## src/rtl/glfsr_pkg.sv

```systemverilog
`timescale 1ns / 1ps

package glfsr_pkg;

   localparam int STATE_BITS     = 1024;
   localparam int SEED_BITS      = 512;
   localparam int WORD_BITS      = 64;
   localparam int CELL_BITS      = 8;
   localparam int NUM_CELLS      = STATE_BITS / CELL_BITS;
   localparam int SEED_CELLS     = SEED_BITS / CELL_BITS;
   localparam int CELLS_PER_WORD = WORD_BITS / CELL_BITS;
   localparam int NUM_VARIANTS   = 16;
   localparam int VARIANT_BITS   = 4;
   localparam int MAX_TAPS       = 4;
   localparam int TAP_POS_BITS   = 6;
   localparam int LEN_BITS       = 11;
   // largest toggle position is 33, plus seven later shifts
   localparam int TOG_BITS       = 41;
   localparam int TOG_CELLS      = (TOG_BITS + CELL_BITS - 1) / CELL_BITS;

   localparam logic [2:0] LAST_WORD = 3'd7;

   typedef enum logic {
      CMD_LOAD = 1'b0,
      CMD_GEN  = 1'b1
   } cmd_type;

   // tap_pos holds the toggle position N - tap
   typedef struct packed {
      logic [LEN_BITS-1:0]                      len;
      logic [MAX_TAPS-1:0]                      tap_en;
      logic [MAX_TAPS-1:0][TAP_POS_BITS-1:0]    tap_pos;
   } variant_type;

   typedef struct packed {
      logic [CELL_BITS-1:0] out_byte;
      logic [TOG_BITS-1:0]  toggle;
   } fb_type;

   typedef struct packed {
      logic                 load_en;
      logic                 shift_en;
      logic [CELL_BITS-1:0] active;
   } cell_ctrl_type;

   function automatic variant_type variant_info(input logic [VARIANT_BITS-1:0] sel);
      variant_type v;
      unique case (sel)
         4'd0:  v = '{11'd1024, 4'b1111, {6'd23, 6'd22, 6'd9,  6'd0}};
         4'd1:  v = '{11'd777,  4'b1111, {6'd16, 6'd10, 6'd1,  6'd0}};
         4'd2:  v = '{11'd777,  4'b0011, {6'd0,  6'd0,  6'd29, 6'd0}};
         4'd3:  v = '{11'd667,  4'b1111, {6'd8,  6'd7,  6'd3,  6'd0}};
         4'd4:  v = '{11'd666,  4'b1111, {6'd10, 6'd7,  6'd2,  6'd0}};
         4'd5:  v = '{11'd665,  4'b1111, {6'd11, 6'd6,  6'd4,  6'd0}};
         4'd6:  v = '{11'd665,  4'b0011, {6'd0,  6'd0,  6'd33, 6'd0}};
         4'd7:  v = '{11'd512,  4'b1111, {6'd8,  6'd5,  6'd2,  6'd0}};
         4'd8:  v = '{11'd511,  4'b1111, {6'd10, 6'd8,  6'd2,  6'd0}};
         4'd9:  v = '{11'd511,  4'b0011, {6'd0,  6'd0,  6'd10, 6'd0}};
         4'd10: v = '{11'd444,  4'b1111, {6'd13, 6'd12, 6'd9,  6'd0}};
         4'd11: v = '{11'd333,  4'b1111, {6'd8,  6'd4,  6'd2,  6'd0}};
         4'd12: v = '{11'd333,  4'b0011, {6'd0,  6'd0,  6'd2,  6'd0}};
         4'd13: v = '{11'd303,  4'b1111, {6'd13, 6'd12, 6'd6,  6'd0}};
         4'd14: v = '{11'd256,  4'b1111, {6'd10, 6'd5,  6'd2,  6'd0}};
         default: v = '{11'd222, 4'b1111, {6'd8,  6'd5,  6'd2,  6'd0}};
      endcase
      return v;
   endfunction

endpackage

```

## src/rtl/glfsr_feedback.sv

```systemverilog
`timescale 1ns / 1ps

module glfsr_feedback
   import glfsr_pkg::*;
(
   input  logic [STATE_BITS-1:0]   state,
   input  logic [VARIANT_BITS-1:0] variant,
   output fb_type                  fb
);

   variant_type vinfo;

   assign vinfo = variant_info(variant);

   // toggles stay far below N-8, so the eight output bits are just the top
   // eight bits of the active length, first out in bit 7
   always_comb begin
      variant_type vv;
      fb = '0;
      for (int v = 0; v < NUM_VARIANTS; v++) begin
         vv = variant_info(VARIANT_BITS'(v));
         if (variant == VARIANT_BITS'(v)) begin
            fb.out_byte = state[int'(vv.len) - CELL_BITS +: CELL_BITS];
         end
      end
      // output bit k toggles position p, which then rides 7-k more shifts:
      // each tap contributes the output byte shifted up by p
      for (int t = 0; t < MAX_TAPS; t++) begin
         if (vinfo.tap_en[t]) begin
            fb.toggle = fb.toggle ^ (TOG_BITS'(fb.out_byte) << vinfo.tap_pos[t]);
         end
      end
   end

endmodule

```

## config.mk

```make
export PLATFORM = sky130hd
export DESIGN_NAME = glfsr_feedback
export DESIGN_NICKNAME = d
export VERILOG_FILES = /design/src/rtl/glfsr_pkg.sv /design/src/rtl/glfsr_feedback.sv
export SDC_FILE = /design/constraint.sdc
export NUM_CORES = 1
export LEC_CHECK = 0
export ABC_AREA = 1
export BUFFER_PORTS_ARGS = -buffer_cell sky130_fd_sc_hd__buf_2
export CAP_MARGIN = 25
export CORE_AREA = 2 2 424 426
export DETAILED_ROUTE_END_ITERATION = 8
export DIE_AREA = 0 0 426 428
export PLACE_DENSITY = 0.31
export SETUP_SLACK_MARGIN = 0.2
export SLEW_MARGIN = 40
export SYNTH_ARGS = -nofsm -noshare
export SYNTH_HDL_FRONTEND = slang
export SYNTH_SLANG_ARGS = --single-unit
export TNS_END_PERCENT = 30
```

## constraint.sdc

```tcl
create_clock -name vclk -period 3.04
set_input_delay 0.456 -clock vclk [all_inputs]
set_output_delay 0.456 -clock vclk [all_outputs]
set_load 0.02 [all_outputs]
```

======== Yosys cells after proc, flatten, opt, wreduce, memory -nomap -nowiden ========
Memories as Yosys holds them, arrays and structs flattened.
Index checks and enable logic that the tools add are counted.
W data, S select, Z words.
cells by class
  equal/unequal tests ..................... 15
  shift-type cells ........................ 4
  muxes and demuxes ....................... 20
  bitwise gates (word level) .............. 3
  reduce and logical (&&, ||, !) cells .... 1
operators by type and width
  kind                    count
  $mux W41                4
  $mux W8                 16
  $shl A8 B6 Y41          3
  $xor A41 B41 Y41        3
  $shl A8 B6 Y41 const B  1
  $eq A4 B4 Y1 const B    8
  $eq A4 B3 Y1 const B    4
  $eq A4 B2 Y1 const B    2
  $eq A4 B1 Y1 const B    1
  $logic_not A4 Y1        1
storage, ports and cells
  bits in registers ....................... 0
  bits in read-only memories .............. 464
  bits of input ports ..................... 1028
  output and inout port bits .............. 49
  logic and storage cells ................. 44
  memories kept ........................... 1
memories
  name             words  bits a word  rd ports  clocked after Yosys merged registers in  wr ports  line             source
  (no name shown)  16     29           1         0                                        0         glfsr_pkg.sv:48  unique case (sel)

======== Longest topological paths before layout ========
  depth after elaboration ................. 25
  mapped depth ............................ 29
  depth with buffers taken out ............ 29

======== Worst setup path after synthesis ========
No wires, ideal clock.
  path type ............................... input-to-output
  start ................................... in variant[1]
  end ..................................... out fb[22] (netlist name)
  arrival time ............................ 2.799 ns
  required time ........................... 2.584 ns
  setup slack ............................. -0.215 ns
  stages on the path ...................... 25
  path buffers ............................ 0
  cell sequence ........................... inv_1 ha_1 inv_2 nor2_8 nand3_1 nand2_1 nand2_1 nand2_1 nand2_1 nand2_1 nand2_1 nand2_1 nand2_1 nand2_1 nand2_1 nand2_1 nand2_2 nand2_4 nand2_2 o211ai_2 nand3_1 inv_1 nand2_1 nand2_1 xor2_1
RTL lines
  item             line                 source
  start, declared  glfsr_feedback.sv:7  input logic [VARIANT_BITS-1:0] variant,
  end, declared    glfsr_feedback.sv:8  output fb_type fb

==> flow_metrics.tcl <==
set metrics [dict create \
    syn_to_final_growth_pct 159 \
    vias 7215 \
    drc_errors 0 \
    syn-num-nets 1971 \
    hold_viol 0 \
    max-slew-margin-rel_pct 67.9 \
    path_max_fanout 9 \
    place_ws_ns -1.31 \
    multi_input_area_sq_mm 0.00516 \
    via_per_inst 1.99 \
    cpPeakStageDelay_ns 0.20 \
    path_class "in2out" \
    clkbuf_count 0 \
    gr-total-overflow 0 \
    hpwl_mm 40.9 \
    start_util_pct 2.49 \
    gp_congestion 0.818 \
    worst_pin_slew_ns 0.480 \
    avgSynthCellArea_sq_um 4.72 \
    crit_arrival_ns 3.38 \
    crit_slowest_cell "o21ai_1" \
    grt_max_degree 24 \
    startpoint_type "primary input" \
    slew_violations 0 \
    grt.total_usage_pct 4.76 \
    synth_area_sq_mm 0.00442 \
    critPathLaunch "variant[0]" \
    p_leak_nw 4.58 \
    drtPass1Iterations 5 \
    drive_gt1_share_pct 50.9 \
    regArea_sq_um 0 \
    met2_usage_pct 10.9 \
    io_pins 1077 \
    seq_cells 0 \
    cp_data_required_time_ns 2.58 \
    io_buffer_count 128 \
    yosysWarnings 0 \
    route.antenna.remaining_nets 0 \
    layout_commonest_cell "nand2_1" \
    ir_worst_vdd_v 0.0000761 \
    routed_wl_mm 44.5 \
    min_period_ns 3.84 \
    grt_pass1_vias 7482 \
    n_fill_cell 21200 \
    core_area_sq_mm 0.178 \
    endpoint_kind "primary output" \
    cp_common_cell "nand2_1" \
    dieHeight_microns 428 \
    use_met3_pct 0.106 \
    place_inst 3608 \
    drtIter0Drc 222 \
    layout.cells.non_filler 3629 \
    seq_area_frac_synth_pct 0 \
    hp-class "in2out" \
    rsz0062_at_grt "yes" \
    dieArea_sq_mm 0.182 \
    cap_violations 0 \
    core.rowCount 155 \
    synth_cells 938 \
    die_w_microns 426 \
    status "finished with violations" \
    violations "negative setup slack" \
    routedWlPerCell_microns 12.3 \
    final_nets 2305 \
    top_usage_layer "met2" \
    max_clock_freq_mhz 261 \
    setup_viol 44 \
    post-route-period-util_pct 126 \
    grt_pass1_wl_mm 59.9 \
    power-per-cell-area_mw_per_mm2 232 \
    setup_slack_ns -0.797 \
    min_from "state[220]" \
    use_met1_pct 4.33 \
    ys_types 42 \
    grt_antenna_before_repair 20 \
    mostFrequentLayoutCells "nand2_1 (263), buf_4 (217), nand3_1 (98)" \
]
==> worst max-delay path: cells and delay by family <==
kind | cells | cell delay (ns)
and+or+nand+nor | 17 | 1.21
buffers and inverters | 9 | 1.16
AOI/OAI and AO/OA | 1 | 0.20
xor gates and xnor gates | 1 | 0.18
adders and majority gates | 1 | 0.13
==> final cells by class <==
type / count / share of cell area [%]
timing repair buffer: 362 / 25.1
inverter: 117 / 4.17
tap: 2355 / 25.7
antenna: 4 / 0.0873
multi-input combinational: 791 / 45.0
==> cells in the mapped netlist (2+ instances only) <==
cell	number	area, sq um
buf_6	4	45.0
clkbuf_1	21	78.8
nor3_1	2	10.0
ha_1	5	62.6
nor2_4	4	45.0
nand3_2	4	40.0
o21ai_0	26	130
nand4_1	25	156
buf_2	3	15.0
nor2_1	85	319
nand2_1	336	1260
nor3_2	3	30.0
nand2_2	13	81.3
inv_4	2	12.5
o21ai_1	18	90.1
nand3b_1	6	45.0
clkinv_1	8	30.0
inv_2	8	30.0
nor2_2	6	37.5
buf_1	2	7.51
nand2_4	3	33.8
inv_1	98	368
xnor2_1	5	43.8
a21oi_1	26	130
xor2_1	14	123
o21ai_2	2	17.5
o211ai_1	6	45.0
nor2_8	4	80.1
nand3_1	186	931
==> kinds of logic after synthesis <==
group	synth area share, %
compound gates	11.1
xor+xnor	3.76
fa+ha+maj	1.41
buf+inv	13.5
simple gates	70.2
==> routing by layer <==
layer | share of wire, % | vias to the layer above | wire [microns]
li1 | - | 3706 | -
met1 | 32 | 3333 | 14100
met2 | 64 | 126 | 28300
met3 | 1.3 | 48 | 585
met4 | 3.3 | 2 | 1460
met5 | 0.029 | - | 13
==> through the flow <==
step	power, mW	TNS [ns]	area [sq um]	hold slack, ns	utilization, %
floorplan	1.04	-1.06	4570	1.17	-
global placement	2.25	-46.60	9790	1.74	5.51
detailed placement	2.24	-46.51	9790	1.75	5.51
CTS	2.61	-28.62	11000	1.69	6.21
global route	2.91	-39.25	11500	1.70	6.45
finish	2.66	-27.36	11500	1.66	6.46
==> report_power, final <==
group | total, mW | internal (mW) | switching, mW
combinational | 2.66 | 1.05 | 1.61
clock | 0.000000182 | 0.000000182 | 0
sequential | 0 | 0 | 0
total | 2.66 | 1.05 | 1.61
==> final timing paths <==
kind | to | slack (ns) | cells after the start
min | fb[47] | 1.66 | 6
max | fb[0] | -0.80 | 29
==> timing repair <==
action | in CTS | in global routing
hold buffers | 0 | 0
endpoints found under the setup margin | 49 | 49
gates resized for setup | 282 | 92
buffers inserted | 12 | 5
pin swaps | 52 | 58
No activity file was read; power rests on OpenSTA's default activity.
