### config.mk
export PLATFORM = sky130hd
export DESIGN_NAME = glfsr_cell
export DESIGN_NICKNAME = d
export VERILOG_FILES = /design/src/rtl/glfsr_pkg.sv /design/src/rtl/glfsr_cell.sv
export SDC_FILE = /design/constraint.sdc
export NUM_CORES = 1
export LEC_CHECK = 0
export CAP_MARGIN = 20
export CORE_AREA = 5 5 42 44
export DETAILED_ROUTE_END_ITERATION = 8
export DIE_AREA = 0 0 47 49
export DONT_BUFFER_PORTS = 1
export PLACE_DENSITY = 0.64
export SETUP_SLACK_MARGIN = 0.5
export SYNTH_ARGS = -nofsm -noshare
export SYNTH_HDL_FRONTEND = slang
export SYNTH_SLANG_ARGS = --single-unit
export TNS_END_PERCENT = 100
### constraint.sdc
create_clock -name clock -period 0.8 [get_ports clock]
set_input_delay 0.12 -clock clock [delete_from_list [all_inputs] [get_ports clock]]
set_output_delay 0.12 -clock clock [all_outputs]
set_load 0.05 [all_outputs]
### src/rtl/glfsr_pkg.sv
`timescale 1ns / 1ps

package glfsr_pkg;

   localparam int STATE_BITS     = 1024;
   localparam int SEED_BITS      = 512;
   localparam int WORD_BITS      = 64;
   localparam int CELL_BITS      = 8;
   localparam int NUM_CELLS      = STATE_BITS / CELL_BITS;
   localparam int SEED_CELLS     = SEED_BITS / CELL_BITS;
   localparam int CELLS_PER_WORD = WORD_BITS / CELL_BITS;
   localparam int NUM_VARIANTS   = 16;
   localparam int VARIANT_BITS   = 4;
   localparam int MAX_TAPS       = 4;
   localparam int TAP_POS_BITS   = 6;
   localparam int LEN_BITS       = 11;
   // largest toggle position is 33, plus seven later shifts
   localparam int TOG_BITS       = 41;
   localparam int TOG_CELLS      = (TOG_BITS + CELL_BITS - 1) / CELL_BITS;

   localparam logic [2:0] LAST_WORD = 3'd7;

   typedef enum logic {
      CMD_LOAD = 1'b0,
      CMD_GEN  = 1'b1
   } cmd_type;

   // tap_pos holds the toggle position N - tap
   typedef struct packed {
      logic [LEN_BITS-1:0]                      len;
      logic [MAX_TAPS-1:0]                      tap_en;
      logic [MAX_TAPS-1:0][TAP_POS_BITS-1:0]    tap_pos;
   } variant_type;

   typedef struct packed {
      logic [CELL_BITS-1:0] out_byte;
      logic [TOG_BITS-1:0]  toggle;
   } fb_type;

   typedef struct packed {
      logic                 load_en;
      logic                 shift_en;
      logic [CELL_BITS-1:0] active;
   } cell_ctrl_type;

   function automatic variant_type variant_info(input logic [VARIANT_BITS-1:0] sel);
      variant_type v;
      unique case (sel)
         4'd0:  v = '{11'd1024, 4'b1111, {6'd23, 6'd22, 6'd9,  6'd0}};
         4'd1:  v = '{11'd777,  4'b1111, {6'd16, 6'd10, 6'd1,  6'd0}};
         4'd2:  v = '{11'd777,  4'b0011, {6'd0,  6'd0,  6'd29, 6'd0}};
         4'd3:  v = '{11'd667,  4'b1111, {6'd8,  6'd7,  6'd3,  6'd0}};
         4'd4:  v = '{11'd666,  4'b1111, {6'd10, 6'd7,  6'd2,  6'd0}};
         4'd5:  v = '{11'd665,  4'b1111, {6'd11, 6'd6,  6'd4,  6'd0}};
         4'd6:  v = '{11'd665,  4'b0011, {6'd0,  6'd0,  6'd33, 6'd0}};
         4'd7:  v = '{11'd512,  4'b1111, {6'd8,  6'd5,  6'd2,  6'd0}};
         4'd8:  v = '{11'd511,  4'b1111, {6'd10, 6'd8,  6'd2,  6'd0}};
         4'd9:  v = '{11'd511,  4'b0011, {6'd0,  6'd0,  6'd10, 6'd0}};
         4'd10: v = '{11'd444,  4'b1111, {6'd13, 6'd12, 6'd9,  6'd0}};
         4'd11: v = '{11'd333,  4'b1111, {6'd8,  6'd4,  6'd2,  6'd0}};
         4'd12: v = '{11'd333,  4'b0011, {6'd0,  6'd0,  6'd2,  6'd0}};
         4'd13: v = '{11'd303,  4'b1111, {6'd13, 6'd12, 6'd6,  6'd0}};
         4'd14: v = '{11'd256,  4'b1111, {6'd10, 6'd5,  6'd2,  6'd0}};
         default: v = '{11'd222, 4'b1111, {6'd8,  6'd5,  6'd2,  6'd0}};
      endcase
      return v;
   endfunction

endpackage

### src/rtl/glfsr_cell.sv
`timescale 1ns / 1ps

module glfsr_cell
   import glfsr_pkg::*;
(
   input  logic                 clock,
   input  logic                 reset,
   input  cell_ctrl_type        ctrl,
   input  logic [CELL_BITS-1:0] load_byte,
   input  logic [CELL_BITS-1:0] prev_byte,
   input  logic [CELL_BITS-1:0] toggle_byte,
   output logic [CELL_BITS-1:0] cell_byte
);

   logic [CELL_BITS-1:0] bits_ff;
   logic [CELL_BITS-1:0] bits_in;

   // a generate word moves the whole register up by eight, one cell per word;
   // bits at or above the active length hold
   always_comb begin
      bits_in = bits_ff;
      if (ctrl.load_en) begin
         bits_in = load_byte;
      end else if (ctrl.shift_en) begin
         bits_in = (ctrl.active & (prev_byte ^ toggle_byte)) | (~ctrl.active & bits_ff);
      end
   end

   always_ff @(posedge clock) begin
      if (reset) begin
         bits_ff <= '0;
      end else begin
         bits_ff <= bits_in;
      end
   end

   assign cell_byte = bits_ff;

endmodule

* Word level (Yosys, flattened, before mapping)
Index checks and enable logic that the tools add are counted.
** Operators by class
- Muxes and demuxes :: 2
- Bitwise logic cells :: 5
- Reductions and logical operators :: 1
** Operators by type and width (count)
- 8-bit AND :: 2
- 8-bit 2-to-1 mux :: 2
- 8-bit inverter :: 1
- 8-bit OR :: 1
- 8-bit bitwise XOR :: 1
- 2-bit nonzero test :: 1
** Storage, ports and cells
- Register bits after elaboration :: 8
- Input port bits :: 36
- Output and inout port bits :: 8
- Word-level logic and storage cells :: 9

* Logic depth before layout (Yosys ltp)
Gate-level depths: netlist (run 1).
- Depth in word-level cells :: 5
- Mapped depth :: 5
- Depth with buffers taken out :: 3

* Least setup slack after synthesis (run 1)
OpenSTA, ideal clock, no wires.
- Path kind :: register to register
- Start :: register with a tool-made name
- End :: register with a tool-made name
- Setup time :: 74 ps
- Arrival :: 877 ps
- Data required time :: 726 ps
- Path slack :: -151 ps
- Stages on the path, launching flop included :: 3
- Path buffers :: 0
- Period minus slack after synthesis :: 951 ps
- Path through :: dfxtp_1 -> nand3b_1 -> a31oi_1

==> impl_results.md, run 1 <==
- R2R setup slack: 150 ps
- Period utilisation layout: 107%
- Outcome: finished with violations
- Static leakage: 0.249 nW
- Vias in the first global route: 480
- H-Tree Depth: 1
- CP arrival: 740 ps
- FF/Latch Area: 190 um2
- Placer Congestion: 0.653
- WL/cell: 14.8 um
- Worst skew pair latency: 250 ps
- Max Fclk: 1.17 GHz
- Inserted Clock Buffers: 3
- Initial Util: 34.8%
- R2R depth: 2
- Skew final: 0 ps
- Max clock buf depth: 2
- DRT iter0 DRCs: 5
- Multi-input gate area: 309 um2
- Slew headroom: 84.4%
- Core Area: 1400 um2
- Layout cells sized above 1: 33.8%
- First-pass GRT wire length: 1950 um
- Clk pin slew, worst setup/hold paths: 60 ps
- Final slew viol count: 0
- N_diodes: 0
- Clock share of power: 29.7%
- Commonest non-fill, non-tap cell in the layout: nand2_1
- Worst Path Buf+Inv: 1
- Part of the power in combinational logic: 27.1%
- VDD IR max: 696 uV
- Fillcell total: 145
- Placed Area: 604 um2
- Most frequent cells in the layout: 16 x nand2_1, 8 x xor2_1, 8 x nand3b_1, 8 x a31oi_1, 8 x dfxtp_4
- RSZ-0062 raised after global routing: true
- Post-route cell area: 672 um2
- Int Power: 723 uW
- Routing usage on met3: 1.85%
- Largest net degree at the start of global routing: 18
- CTS tree: built
- Slowest-stage cell, CP: dfxtp_4
- Final WL: 1240 um
- Hold Crit Start: reset
- Sink Count: 8
- Die area: 2300 um2
- Crit start category: register
- #FFs+latches synth: 8
- Cells on Worst Hold Path: 1
- Setup WS pre-CTS: 62.5 ps
- Failing checks: hold timing, setup timing
- Met2 GRT Util: 20.8%
- Final Setup Violations: 8
- Clk root buf: clkbuf_4
- Sequential area share after synthesis: 32.8%
- Chip height: 49 um
- Sequential Power Share: 43.2%
- Tmin final: 858 ps
- Fin. Hold Viols: 8
- Post-route ant nets: 0
- Worst hold path type: input pin to register
- Sw power: 301 uW
- Endpoint type of the worst setup path: output port
- Initial antenna violation count: 0
- Total Routing Usage GR: 11.4%
- First-pass DRT Iterations: 3
- WHS: -76.7 ps
- Mapped Cells: 61
- WP data required: 680 ps
- Yosys warnings: 0
- Unique cell type count in the Yosys netlist: 10
- Total global routing overflow: 0
- Setup Fix Bufs, Post-CTS: 0
- Worst-path fanout max: 2
- Buffers on Ports: 0
- Net Count, Synth: 97
- Synthesized area per cell: 8.00 um2
- Post-DP HPWL: 1000 um
- Non-Filler Instances: 84
- Area grow syn2layout: 37.7%
- Placed cell count: 81
- Largest delay share family, worst path: flip-flops
- MaxCap Viol Count: 0
- Worst Max-Slew Pin Slew: 234 ps
- Detail-routed via count per cell: 5.40
- Synthesized cell area: 488 um2
- Die Width: 47 um
- Met1 Usage GRT: 11.5%
- Routed via count: 454
- Most Crowded Layer GR: met2
- I/O pin total: 44
- Residual DRC count: 0
- # nets final: 106
- Cell chain of the critical path: buf_12
- Setup WS post-layout: -58.0 ps
- Placement Rows: 14
- PwrDens: 1520 nW/um2
- Sw Ratio: 29.4%
- Slowest stage delay, CP: 350 ps
- TNS Setup: -438 ps
- CP Class: register to output port
## synthesized netlist by cell type
library cell  count  area share (%)
nand2_1          16              12
a31oi_1           8              10
dfxtp_1           8              33
nand3_1           8             8.2
nand3b_1          8              12
xor2_1            8              14
buf_6             2             4.6
buf_1             1            0.77
buf_4             1             1.5
nor2b_4           1             2.8
## layer usage
layer	share of wire [%]	routed length [um]
met5	0	0
met4	1.0	13
met3	6.8	84
met2	55	686
met1	37	457
## metrics by stage
step	util, %	power [mW]	hold WS (ps)
2_1_floorplan	-	0.651	271
3_3_place_gp	43.1	0.692	181
3_5_place_dp	43.1	0.696	182
4_1_cts	47.9	1.04	-85.9
5_1_grt	47.9	1.07	-82.6
6_report	47.9	1.02	-76.7
## logic make-up (layout without fill, tap and decap cells)
family / after synthesis / in the layout / synth area share, %
xor gates and xnor gates: 8 / 8 / 14.4
DFF: 8 / 8 / 32.8
buffers and inverters: 4 / 11 / 6.92
AOI/OAI and AO/OA: 8 / 8 / 10.3
and+or+nand+nor: 33 / 33 / 35.6
## layout make-up
| type | instances | area share [%] |
|---|---|---|
| clock buffer | 3 | 3.35 |
| multi-input combinational | 49 | 46.0 |
| sequential | 8 | 28.3 |
| tap | 16 | 2.98 |
| timing repair buffer | 8 | 19.4 |
## timing repair
| item | CTS | global route |
|---|---|---|
| setup endpoints to repair | 16 | 16 |
| hold endpoints to repair | 8 | 8 |
| gates cloned | 0 | 0 |
| pin swaps | 5 | 2 |
| gates resized for setup | 12 | 0 |
## how the worst max path moves through the flow
| stage | start | slack [ps] | endpoint | cells past startpoint |
|---|---|---|---|---|
| 2_1_floorplan | register | 80 | register | 2 |
| 3_3_place_gp | ctrl[8] | 130 | register | 3 |
| 3_5_place_dp | ctrl[8] | 60 | register | 3 |
| 4_1_cts | register | -70 | cell_byte[0] | 1 |
| 5_1_grt | register | -80 | cell_byte[0] | 1 |
| 6_report | register | -60 | cell_byte[0] | 1 |
## power groups by stage
stage | registers, mW | clock network, mW | logic, mW
6_report | 0.442 | 0.303 | 0.278
5_1_grt | 0.446 | 0.334 | 0.293
4_1_cts | 0.443 | 0.322 | 0.280
3_5_place_dp | 0.443 | 0 | 0.253
3_3_place_gp | 0.443 | 0 | 0.249
2_1_floorplan | 0.534 | 0 | 0.118
Power figures use the tool's default switching activity.
==> inputs of run 2 (changes only) <==
--- a/config.mk
+++ b/config.mk
@@ -5,14 +5,14 @@
 export SDC_FILE = /design/constraint.sdc
 export NUM_CORES = 1
 export LEC_CHECK = 0
-export CAP_MARGIN = 20
+export CAP_MARGIN = 30
 export CORE_AREA = 5 5 42 44
 export DETAILED_ROUTE_END_ITERATION = 8
 export DIE_AREA = 0 0 47 49
 export DONT_BUFFER_PORTS = 1
-export PLACE_DENSITY = 0.64
+export PLACE_DENSITY = 0.62
 export SETUP_SLACK_MARGIN = 0.5
 export SYNTH_ARGS = -nofsm -noshare
 export SYNTH_HDL_FRONTEND = slang
 export SYNTH_SLANG_ARGS = --single-unit
-export TNS_END_PERCENT = 100
+export TNS_END_PERCENT = 10
==> constraint.sdc (replaced) <==
create_clock -name clock -period 0.95 [get_ports clock]
set_input_delay 0.1425 -clock clock [delete_from_list [all_inputs] [get_ports clock]]
set_output_delay 0.1425 -clock clock [all_outputs]
set_load 0.05 [all_outputs]
==> impl_results.md, run 2 (synthesis gave the netlist of run 1 again) <==
- Largest net degree at the start of global routing: 18
- Worst hold path type: input pin to register
- Cells on Worst Hold Path: 1
- Outcome: finished with violations
- Skew final: 0 ps
- Total global routing overflow: 0
- Initial antenna violation count: 0
- Area grow syn2layout: 32.6%
- MaxCap Viol Count: 0
- Max Fclk: 1.13 GHz
- Placement Rows: 14
- Vias in the first global route: 468
- WP data required: 810 ps
- Slew headroom: 86.6%
- H-Tree Depth: 1
- Placer Congestion: 0.664
- Layout cells sized above 1: 29.4%
- Cell chain of the critical path: buf_8
- Residual DRC count: 0
- Crit start category: register
- CP arrival: 740 ps
- Endpoint type of the worst setup path: output port
- First-pass DRT Iterations: 4
- I/O pin total: 44
- Inserted Clock Buffers: 3
- Final WL: 1310 um
- Total Routing Usage GR: 11.2%
- Commonest non-fill, non-tap cell in the layout: nand2_1
- Sink Count: 8
- Initial Util: 34.8%
- R2R setup slack: 280 ps
- Fin util: 46.2%
- RSZ-0062 raised after global routing: true
- WHS: -53.9 ps
- Final slew viol count: 0
- CP Class: register to output port
- Worst Path Buf+Inv: 1
- Detail-routed via count per cell: 5.57
- Post-route ant nets: 0
- Die area: 2300 um2
- Post-DP HPWL: 1020 um
- Clk root buf: clkbuf_4
- Worst skew pair latency: 250 ps
- # nets final: 106
- Routed via count: 468
- Period utilisation layout: 93.1%
- Worst Max-Slew Pin Slew: 201 ps
- Final Setup Violations: 0
- Failing checks: hold timing
- Total Power: 855 uW
- Worst path depth: 1
- Fin. Hold Viols: 8
- TNS Setup: 0 ps
- Post-route cell area: 647 um2
- CTS tree: built
- Clk pin slew, worst setup/hold paths: 60 ps
- DRT iter0 DRCs: 11
- Placed Area: 564 um2
- PwrDens: 1320 nW/um2
- WL/cell: 15.6 um
- First-pass GRT wire length: 1870 um
- Core Area: 1400 um2
- R2R depth: 2
- Max clock buf depth: 2
- N_diodes: 0
- Worst-path fanout max: 2
- Slowest stage delay, CP: 350 ps
- VDD IR max: 478 uV
- Static leakage: 0.244 nW
- Chip height: 49 um
- Die Width: 47 um
- Slowest-stage cell, CP: dfxtp_4
- Buffers on Ports: 0
- Tmin final: 884 ps
- Setup crit end: cell_byte[1]
- Fillcell total: 148
- Largest delay share family, worst path: flip-flops
-- run 2: cell types whose count changed in the layout (fill, tap and decap cells not counted) --
cell,delta
buf_12,-2
nand3_1,+3
buf_8,+2
nand3_2,-3
-- run 2: power by group --
group          internal (mW)  switching [mW]
Combinational          0.105           0.119
Sequential             0.352          0.0202
Clock                  0.145           0.114
Total                  0.602           0.253
-- run 2: metrics by stage --
step	setup slack [ps]	cells	hold slack, ps
finish	65.6	84	-53.9
global route	43.8	84	-67.4
CTS	55.9	84	-62.9
detailed placement	233	81	205
global placement	284	81	204
floorplan	212	61	293
-- run 2: how the worst min path moves through the flow --
stage	startpoint	to	slack [ps]
floorplan	ctrl[0]	register	290
global placement	reset	register	200
CTS	reset	register	-60
detailed placement	reset	register	210
global route	reset	register	-70
finish	reset	register	-50
-- run 2: cell type report --
cell class / count / area (um2) / area share [%]
multi-input cells: 49 / 294 / 45.5
flip-flops and latches: 8 / 190 / 29.4
repair buffers: 8 / 120 / 18.6
clock buffers: 3 / 22.5 / 3.48
well taps: 16 / 20.0 / 3.09
-- run 2: per-layer routing --
layer  GRT usage (%)  vias up  share of wire [%]
met5               0        -                  0
met4            5.53        0                1.3
met3            3.32        2                7.9
met2            21.3       19                 60
met1            9.60      220                 31
li1                -      227                  -
-- run 2: worst reg2reg max path: stages (launching register included) --
cell and delay (ps):
dfxtp_4 350, nand3b_1 80, a31oi_1 160
-- run 2: what timing repair did --
action                                  CTS  global route
endpoints found under the setup margin   16            16
cloned                                    0             0
buffers inserted                          0             0
endpoints found under the hold margin     8             8
gates resized for setup                  13             3
